$ cat src/sv/cmmsf_pkg.sv
// Shared kinds, constants and order-key helpers for the column min/max fold.
`default_nettype none
package cmmsf_pkg;

    localparam int MAX_VALUE_BYTES = 8;
    localparam int VAL_W = 8 * MAX_VALUE_BYTES;
    localparam int LEN_W = 4;
    localparam int SUM_W = 56;

    typedef enum logic [2:0] {
        K_NONE  = 3'd0,
        K_I32   = 3'd1,
        K_I64   = 3'd2,
        K_F32   = 3'd3,
        K_F64   = 3'd4,
        K_BOOL  = 3'd5,
        K_BYTES = 3'd6,
        K_RSVD  = 3'd7
    } t_kind;

    typedef enum logic {
        OP_FOLD = 1'b0,
        OP_EMIT = 1'b1
    } t_op;

    function automatic t_kind kind_now(input logic [2:0] raw);
        t_kind k;
        k = t_kind'(raw);
        if (k == K_RSVD) begin
            k = K_NONE;
        end
        return k;
    endfunction

    function automatic logic [VAL_W-1:0] len_mask(input logic [LEN_W-1:0] len);
        logic [VAL_W-1:0] m;
        m = '0;
        for (int i = 0; i < MAX_VALUE_BYTES; i++) begin
            if (LEN_W'(i) < len) begin
                m[8*i +: 8] = 8'hFF;
            end
        end
        return m;
    endfunction

    function automatic logic [3:0] kind_width(input t_kind k);
        logic [3:0] w;
        unique case (k)
            K_I32, K_F32: w = 4'd4;
            K_I64, K_F64: w = 4'd8;
            K_BOOL:       w = 4'd1;
            default:      w = 4'd0;
        endcase
        return w;
    endfunction

    function automatic logic [63:0] order_key(input t_kind k, input logic [63:0] v);
        logic [63:0] key;
        unique case (k)
            K_I32: key = {32'd0, v[31] ^ 1'b1, v[30:0]};
            K_I64: key = {v[63] ^ 1'b1, v[62:0]};
            K_F32: key = v[31] ? {32'd0, ~v[31:0]} : {32'd0, 1'b1, v[30:0]};
            K_F64: key = v[63] ? ~v : {1'b1, v[62:0]};
            default: key = {56'd0, v[7:0]};
        endcase
        return key;
    endfunction

endpackage
`default_nettype wire

$ cat src/sv/column_min_max_stats_fold.sv
// Top level of the column min/max statistics fold.
//
//  channel  dir  handshake               payload
//  in       in   i_in_valid/o_in_stall   operation .. column_id
//  out      out  o_out_valid/i_out_stall entry_valid .. upper_value
//  cfg      in   i_cfg_we                i_cfg_wdata (value_kind)
//
// One request per cycle while o_in_stall is low; a fold updates the running state at acceptance.
// An emit loads the result register and is seen in the cycle after acceptance.
// Input stalls only while a held result is itself stalled.
// Synchronous active-low reset clears the fold and sets the kind to none.
`default_nettype none
module column_min_max_stats_fold
    import cmmsf_pkg::*;
(
    input  logic              i_clk,
    input  logic              i_rst_n,
    input  logic              i_cfg_we,
    input  logic [2:0]        i_cfg_wdata,
    input  logic              i_in_valid,
    output logic              o_in_stall,
    input  logic              i_operation,
    input  logic [48:0]       i_null_count,
    input  logic [47:0]       i_num_values,
    input  logic [7:0]        i_min_len,
    input  logic [63:0]       i_min_value,
    input  logic [7:0]        i_max_len,
    input  logic [63:0]       i_max_value,
    input  logic              i_min_is_exact,
    input  logic              i_max_is_exact,
    input  logic [30:0]       i_column_id,
    output logic              o_out_valid,
    input  logic              i_out_stall,
    output logic              o_entry_valid,
    output logic [30:0]       o_entry_id,
    output logic [55:0]       o_null_total,
    output logic              o_has_lower,
    output logic [3:0]        o_lower_len,
    output logic [63:0]       o_lower_value,
    output logic              o_has_upper,
    output logic [3:0]        o_upper_len,
    output logic [63:0]       o_upper_value
);

    logic [2:0]        r_kind;
    logic [SUM_W-1:0]  r_null_sum;
    logic              r_sum_known;
    logic              r_lower_ok;
    logic              r_upper_ok;
    logic              r_seen_any;
    logic [LEN_W-1:0]  r_low_len;
    logic [LEN_W-1:0]  r_high_len;
    logic [VAL_W-1:0]  r_low_bytes;
    logic [VAL_W-1:0]  r_high_bytes;
    logic              r_out_valid;

    t_kind             kind;
    logic              accept;
    logic              nc_neg;
    logic [SUM_W:0]    sum_wide;
    logic [SUM_W-1:0]  n_null_sum;
    logic              all_null;
    logic              lo_ok, lo_take, hi_ok, hi_take;
    logic [LEN_W-1:0]  lo_len, hi_len;
    logic [VAL_W-1:0]  lo_val, hi_val;
    logic              has_bounds;
    logic              clear_ok;

    assign kind       = kind_now(r_kind);
    assign o_in_stall = r_out_valid && i_out_stall;
    assign accept     = i_in_valid && !o_in_stall;
    assign nc_neg     = i_null_count[48];
    assign sum_wide   = {1'b0, r_null_sum} + {9'd0, i_null_count[47:0]};
    assign n_null_sum = sum_wide[SUM_W] ? {SUM_W{1'b1}} : sum_wide[SUM_W-1:0];
    assign all_null   = !nc_neg && (i_null_count[47:0] == i_num_values);
    assign has_bounds = kind != K_NONE && r_seen_any;
    assign clear_ok   = kind_now(i_cfg_wdata) != K_NONE;

    cmmsf_side u_lower (
        .i_kind(kind), .i_want_greater(1'b0), .i_seen(r_seen_any), .i_ok(r_lower_ok),
        .i_len(i_min_len), .i_value(i_min_value), .i_exact(i_min_is_exact),
        .i_cur_len(r_low_len), .i_cur_value(r_low_bytes),
        .o_ok(lo_ok), .o_take(lo_take), .o_len(lo_len), .o_value(lo_val)
    );

    cmmsf_side u_upper (
        .i_kind(kind), .i_want_greater(1'b1), .i_seen(r_seen_any), .i_ok(r_upper_ok),
        .i_len(i_max_len), .i_value(i_max_value), .i_exact(i_max_is_exact),
        .i_cur_len(r_high_len), .i_cur_value(r_high_bytes),
        .o_ok(hi_ok), .o_take(hi_take), .o_len(hi_len), .o_value(hi_val)
    );

    always_ff @(posedge i_clk) begin
        if (!i_rst_n) begin
            r_kind        <= K_NONE;
            r_null_sum    <= '0;
            r_sum_known   <= 1'b1;
            r_lower_ok    <= 1'b0;
            r_upper_ok    <= 1'b0;
            r_seen_any    <= 1'b0;
            r_low_len     <= '0;
            r_high_len    <= '0;
            r_low_bytes   <= '0;
            r_high_bytes  <= '0;
        end else if (i_cfg_we) begin
            r_kind        <= i_cfg_wdata;
            r_null_sum    <= '0;
            r_sum_known   <= 1'b1;
            r_lower_ok    <= clear_ok;
            r_upper_ok    <= clear_ok;
            r_seen_any    <= 1'b0;
            r_low_len     <= '0;
            r_high_len    <= '0;
            r_low_bytes   <= '0;
            r_high_bytes  <= '0;
        end else if (accept) begin
            if (t_op'(i_operation) == OP_EMIT) begin
                r_null_sum    <= '0;
                r_sum_known   <= 1'b1;
                r_lower_ok    <= kind != K_NONE;
                r_upper_ok    <= kind != K_NONE;
                r_seen_any    <= 1'b0;
                r_low_len     <= '0;
                r_high_len    <= '0;
                r_low_bytes   <= '0;
                r_high_bytes  <= '0;
            end else begin
                if (nc_neg) begin
                    r_sum_known <= 1'b0;
                end else begin
                    r_null_sum <= n_null_sum;
                end
                if (!all_null) begin
                    r_lower_ok <= lo_ok;
                    r_upper_ok <= hi_ok;
                    r_seen_any <= 1'b1;
                    if (lo_take) begin
                        r_low_len   <= lo_len;
                        r_low_bytes <= lo_val;
                    end
                    if (hi_take) begin
                        r_high_len   <= hi_len;
                        r_high_bytes <= hi_val;
                    end
                end
            end
        end
    end

    always_ff @(posedge i_clk) begin
        if (!i_rst_n) begin
            r_out_valid <= 1'b0;
        end else if (accept && t_op'(i_operation) == OP_EMIT) begin
            r_out_valid <= 1'b1;
        end else if (!i_out_stall) begin
            r_out_valid <= 1'b0;
        end
    end

    always_ff @(posedge i_clk) begin
        if (accept && t_op'(i_operation) == OP_EMIT) begin
            o_entry_valid <= r_sum_known;
            o_entry_id    <= i_column_id;
            o_null_total  <= r_null_sum;
            o_has_lower   <= has_bounds && r_lower_ok;
            o_lower_len   <= (has_bounds && r_lower_ok) ? r_low_len : '0;
            o_lower_value <= (has_bounds && r_lower_ok) ? r_low_bytes : '0;
            o_has_upper   <= has_bounds && r_upper_ok;
            o_upper_len   <= (has_bounds && r_upper_ok) ? r_high_len : '0;
            o_upper_value <= (has_bounds && r_upper_ok) ? r_high_bytes : '0;
        end
    end

    assign o_out_valid = r_out_valid;

endmodule
`default_nettype wire

$ cat src/sv/cmmsf_side.sv
// One bound side: usability check and running compare against the held bound.
`default_nettype none
module cmmsf_side
    import cmmsf_pkg::*;
(
    input  t_kind             i_kind,
    input  logic              i_want_greater,
    input  logic              i_seen,
    input  logic              i_ok,
    input  logic [7:0]        i_len,
    input  logic [VAL_W-1:0]  i_value,
    input  logic              i_exact,
    input  logic [LEN_W-1:0]  i_cur_len,
    input  logic [VAL_W-1:0]  i_cur_value,
    output logic              o_ok,
    output logic              o_take,
    output logic [LEN_W-1:0]  o_len,
    output logic [VAL_W-1:0]  o_value
);

    logic              usable;
    logic [LEN_W-1:0]  n_len;
    logic [VAL_W-1:0]  v;
    logic [63:0]       ka;
    logic [63:0]       kb;
    logic [LEN_W-1:0]  nmin;
    logic              lt;
    logic              gt;
    logic              found;

    assign n_len = i_len[LEN_W-1:0];
    assign v     = i_value & len_mask(n_len);

    always_comb begin
        usable = 1'b1;
        if (i_len == 8'd0 || i_len > 8'(MAX_VALUE_BYTES)) begin
            usable = 1'b0;
        end else if (i_kind == K_BYTES) begin
            usable = i_exact;
        end else if (i_len != {4'd0, kind_width(i_kind)}) begin
            usable = 1'b0;
        end else if (i_kind == K_F32) begin
            usable = !(&i_value[30:23] && |i_value[22:0]);
        end else if (i_kind == K_F64) begin
            usable = !(&i_value[62:52] && |i_value[51:0]);
        end
    end

    always_comb begin
        ka    = order_key(i_kind, v);
        kb    = order_key(i_kind, i_cur_value);
        nmin  = (n_len < i_cur_len) ? n_len : i_cur_len;
        lt    = 1'b0;
        gt    = 1'b0;
        found = 1'b0;
        if (i_kind == K_BYTES) begin
            for (int i = 0; i < MAX_VALUE_BYTES; i++) begin
                if (!found && LEN_W'(i) < nmin && v[8*i +: 8] != i_cur_value[8*i +: 8]) begin
                    found = 1'b1;
                    lt    = v[8*i +: 8] < i_cur_value[8*i +: 8];
                    gt    = v[8*i +: 8] > i_cur_value[8*i +: 8];
                end
            end
            if (!found) begin
                lt = n_len < i_cur_len;
                gt = n_len > i_cur_len;
            end
        end else begin
            lt = ka < kb;
            gt = ka > kb;
        end
    end

    assign o_ok    = i_ok && usable;
    assign o_take  = o_ok && (!i_seen || (i_want_greater ? gt : lt));
    assign o_len   = n_len;
    assign o_value = v;

endmodule
`default_nettype wire

$ cat config.mk
export PLATFORM = sky130hd
export DESIGN_NAME = column_min_max_stats_fold
export DESIGN_NICKNAME = d
export VERILOG_FILES = /design/src/sv/cmmsf_pkg.sv /design/src/sv/column_min_max_stats_fold.sv /design/src/sv/cmmsf_side.sv
export SDC_FILE = /design/constraint.sdc
export NUM_CORES = 1
export LEC_CHECK = 0
export BUFFER_PORTS_ARGS = -buffer_cell sky130_fd_sc_hd__buf_2
export CORE_ASPECT_RATIO = 0.7
export CORE_MARGIN = 4
export CORE_UTILIZATION = 59
export CTS_BUF_LIST = sky130_fd_sc_hd__clkbuf_2
export DETAILED_ROUTE_END_ITERATION = 6
export HOLD_SLACK_MARGIN = 0.06
export PLACE_DENSITY = 0.92
export SLEW_MARGIN = 20
export SYNTH_ARGS = -nofsm -noshare
export SYNTH_HDL_FRONTEND = slang
export SYNTH_SLANG_ARGS = --single-unit
$ cat constraint.sdc
create_clock -name i_clk -period 9 [get_ports i_clk]
set_clock_uncertainty 0.1 [all_clocks]
set_input_delay 1.35 -clock i_clk [delete_from_list [all_inputs] [get_ports i_clk]]
set_output_delay 1.35 -clock i_clk [all_outputs]
set_load 0.05 [all_outputs]
==> metrics.yaml <==
yosysTopAreaCellShare_pct: 23.6
maxCapViolations: 0
grt_max_degree: 100
max_freq_ghz: 0.149
wl_mm: 95.7
firstDrtPassIters: 6
place_hpwl_mm: 72.6
place.gp.congestion: 1.00
port_buffers: 510
cts_inserted_buffers: 102
post_dp_cell_area_um2: 31900
busiest_layer: "met2"
critPathCaptureType: "flop"
vdd_drop_max_mv: 0.0805
area_delta_synth_final_pct: 14.8
cts_setup_buffers: 0
drc: 0
synth-edff-count: 226
critPathKind: "reg -> reg"
synth_fp_nets: 3850
ys_async_sr_fraction_pct: 0
cts_buffer_depth: 3
antenna_found_initial: 18
grtUsageMet2_pct: 52.5
period_share_pct: 74.8
rows: 67
p_sw_share_pct: 33.7
fin_nets: 4345
rsz0062_at_grt: "no"
p_switching_w: 0.00151
synth_seq_cells: 426
ioPinCount: 511
finalSetupViolCount: 0
grt_pass1_vias: 26000
cp_max_fo: 61
yosysWarnings: 0
tns_ns: 0
grt-ovfl-total: 0
p_leak_nw: 14.8
powerDensity_nw_per_um2: 135
routedWlPerCell_um: 21.2
htreeDepth: 3
cts_tree: "done"
cts-hold-fix-buffers: 0
initial_core_util_pct: 59.9
p_clk_share_pct: 32.1
p_seq_share_pct: 46.9
relSlewSlack_pct: 21.7
min_period_ns: 6.73
grt_pass1_wl_mm: 145
die_w_um: 272
synth_cell_type_count: 81
hold_class: "in -> reg"
gr-usage-met3_pct: 9.07
ant_nets: 0
cts_resized: 0
cp-start-kind: "flop"
grt_use_met1_pct: 48.9
viasPerCell: 6.19
final_max_slew_viol_count: 0
syn_area_um2: 28800
p_comb_share_pct: 21.0
synth_area_per_cell_um2: 8.84
die_area_um2: 52400
fill_cells: 3783
hold-path-cell-count: 1
netlist_top_cells_area: "edfxtp_1, dfxtp_1, ha_1, a21oi_1, nand2_1"
clk_pin_slew_ns: 0.12
required_ns: 10.02
ys_seq_area_share_pct: 37.5
netlist_instances: 3254
critical_path_arrival_ns: 7.75
hold_viol_final: 0
instances_no_fill: 4516
reg2reg_depth: 17
vias: 28000
drt_iter0_markers: 3538
die_y_um: 193
cts.sinks: 426
synth_ff_type: "edfxtp_1"
drive_above_1_share_pct: 19.6
clock_latency_ns: 1.25
coreArea_um2: 48000
grt_usage_pct: 34.9
synth_top_cell_by_area: "edfxtp_1"
status: "finished, final reports clean"
place_inst: 4298
finish.instance_area_um2: 33000
max_slew.worst_pin.slew_ns: 1.18
p_int_w: 0.00296
cts-root-buf: "clkbuf_2"
-- sequential cells by signal, summed over array words and instances, names as in the netlist, 31 cells and up --
signal and flops:
o_lower_value 64, o_upper_value 64, r_null_sum 56, o_entry_id 31, r_high_bytes 64, r_low_bytes 64
o_null_total 56
-- final timing paths --
check	from	end	slack, ns
worst max-delay path	r_kind[2]$_SDFFE_PN0P_	r_low_bytes[50]$_SDFFE_PP0P_	2.27
worst min register to register	r_null_sum[35]$_SDFFE_PP0P_	o_null_total[35]$_DFFE_PP_	0.37
worst min-delay path	i_column_id[26]	o_entry_id[26]$_DFFE_PP_	0.22
worst max register to register	r_kind[2]$_SDFFE_PN0P_	r_low_bytes[50]$_SDFFE_PP0P_	2.27
-- worst max-delay path: stages, from the launching register on --
cell       delay, ns
dfxtp_1         0.91
nand2b_1        0.38
o21ai_0         0.14
nand2b_1        0.73
nor2_1          0.32
nand2_1         0.14
o21ai_0         0.09
ha_1            0.35
nand3_1         0.12
or3_1           0.41
or4_1           0.58
nor4_1          0.42
a221oi_1        0.13
o211ai_1        0.17
nor3_1          0.11
a2111oi_4       0.62
buf_4           0.71
o2bb2ai_1       0.20
-- Yosys cell counts (5+ instances only) --
cell type	count
mux2i_1	88
dfxtp_1	200
a21boi_0	10
o21a_1	23
o22ai_1	80
clkbuf_1	123
a221o_1	5
ha_1	312
edfxtp_1	226
and4_1	10
o21ai_0	197
xnor2_1	67
a2111oi_0	6
mux2_2	5
and2_1	144
a31oi_1	10
nand3_1	38
or2_2	9
a41oi_1	10
o2bb2ai_1	72
nor2b_1	20
nor3_1	54
a211oi_1	18
or4_1	8
o2111ai_1	7
a21oi_1	267
a21o_1	48
nor4_1	40
o21bai_1	12
nand2b_1	21
nand4_1	80
o211ai_1	31
a31o_2	6
o31ai_1	13
and3_1	16
nand2_1	343
or3_1	5
xor2_1	48
a221oi_1	13
nor2_1	187
inv_1	292
buf_2	17
o21ai_1	6
-- layout by cell type, fill, tap and decap left out, types with 10 or more instances in the layout --
master and count:
a41oi_1 10, nand3_1 38, o21bai_1 12, ha_1 312, o21ai_0 195, nor2_1 186, and3_1 14, xor2_1 48
o21a_1 23, nand2b_1 21, buf_4 24, nand4_1 80, a221oi_1 13, a21boi_0 10, dfxtp_1 200, o211ai_1 31
clkinv_1 26, o2bb2ai_1 72, and2_1 144, and4_1 10, buf_2 510, diode_2 23, o31ai_1 13, mux2i_1 88
inv_1 291, xnor2_1 67, a211oi_1 18, nor4_1 40, edfxtp_1 226, nor3_1 53, nor2b_1 19, a21oi_1 266
nand2_1 343, a21o_1 48, clkbuf_2 151, o22ai_1 79
-- power by group through the flow --
stage	registers [W]	clock network (W)	logic, W
floorplan	0.00226	0	0.000497
global placement	0.00214	0	0.000883
detailed placement	0.00214	0	0.000905
CTS	0.00210	0.00145	0.000912
global route	0.00210	0.00155	0.00101
finish	0.00210	0.00144	0.000937
-- area by class of cell --
| type | count | area, um2 | share of cell area (%) |
|---|---|---|---|
| multi-input combinational | 2389 | 16400 | 49.7 |
| inverter | 293 | 1110 | 3.35 |
| antenna | 23 | 57.6 | 0.174 |
| tap | 655 | 820 | 2.48 |
| sequential | 426 | 10800 | 32.7 |
| timing repair buffer | 537 | 2800 | 8.46 |
| clock buffer | 151 | 756 | 2.29 |
| clock inverter | 42 | 292 | 0.883 |
-- through the flow --
| stage | hold WS (ns) | total power, W | worst slack, ns | util (%) |
|---|---|---|---|---|
| finish | 0.216 | 0.00447 | 2.27 | 68.8 |
| global route | 0.0850 | 0.00466 | 1.94 | 68.7 |
| CTS | 0.131 | 0.00446 | 2.51 | 68.5 |
| detailed placement | 0.349 | 0.00305 | 1.74 | 66.3 |
| global placement | 0.344 | 0.00302 | 1.99 | 66.3 |
| floorplan | 0.309 | 0.00275 | 2.13 | - |
-- logic make-up after synthesis --
kind of cell    synth area share (%)
compound gates                  19.5
xor+xnor                        3.50
fa+ha+maj                       13.6
buf+inv                         5.88
flops                           37.5
mux                             3.26
simple gates                    16.7
-- routing by layer --
layer / share of wire (%) / vias up
li1: - / 12900
met2: 43 / 1834
met5: 0.050 / -
met3: 13 / 258
met4: 3.4 / 6
met1: 41 / 13000
No activity file was read; power rests on OpenSTA's default activity.
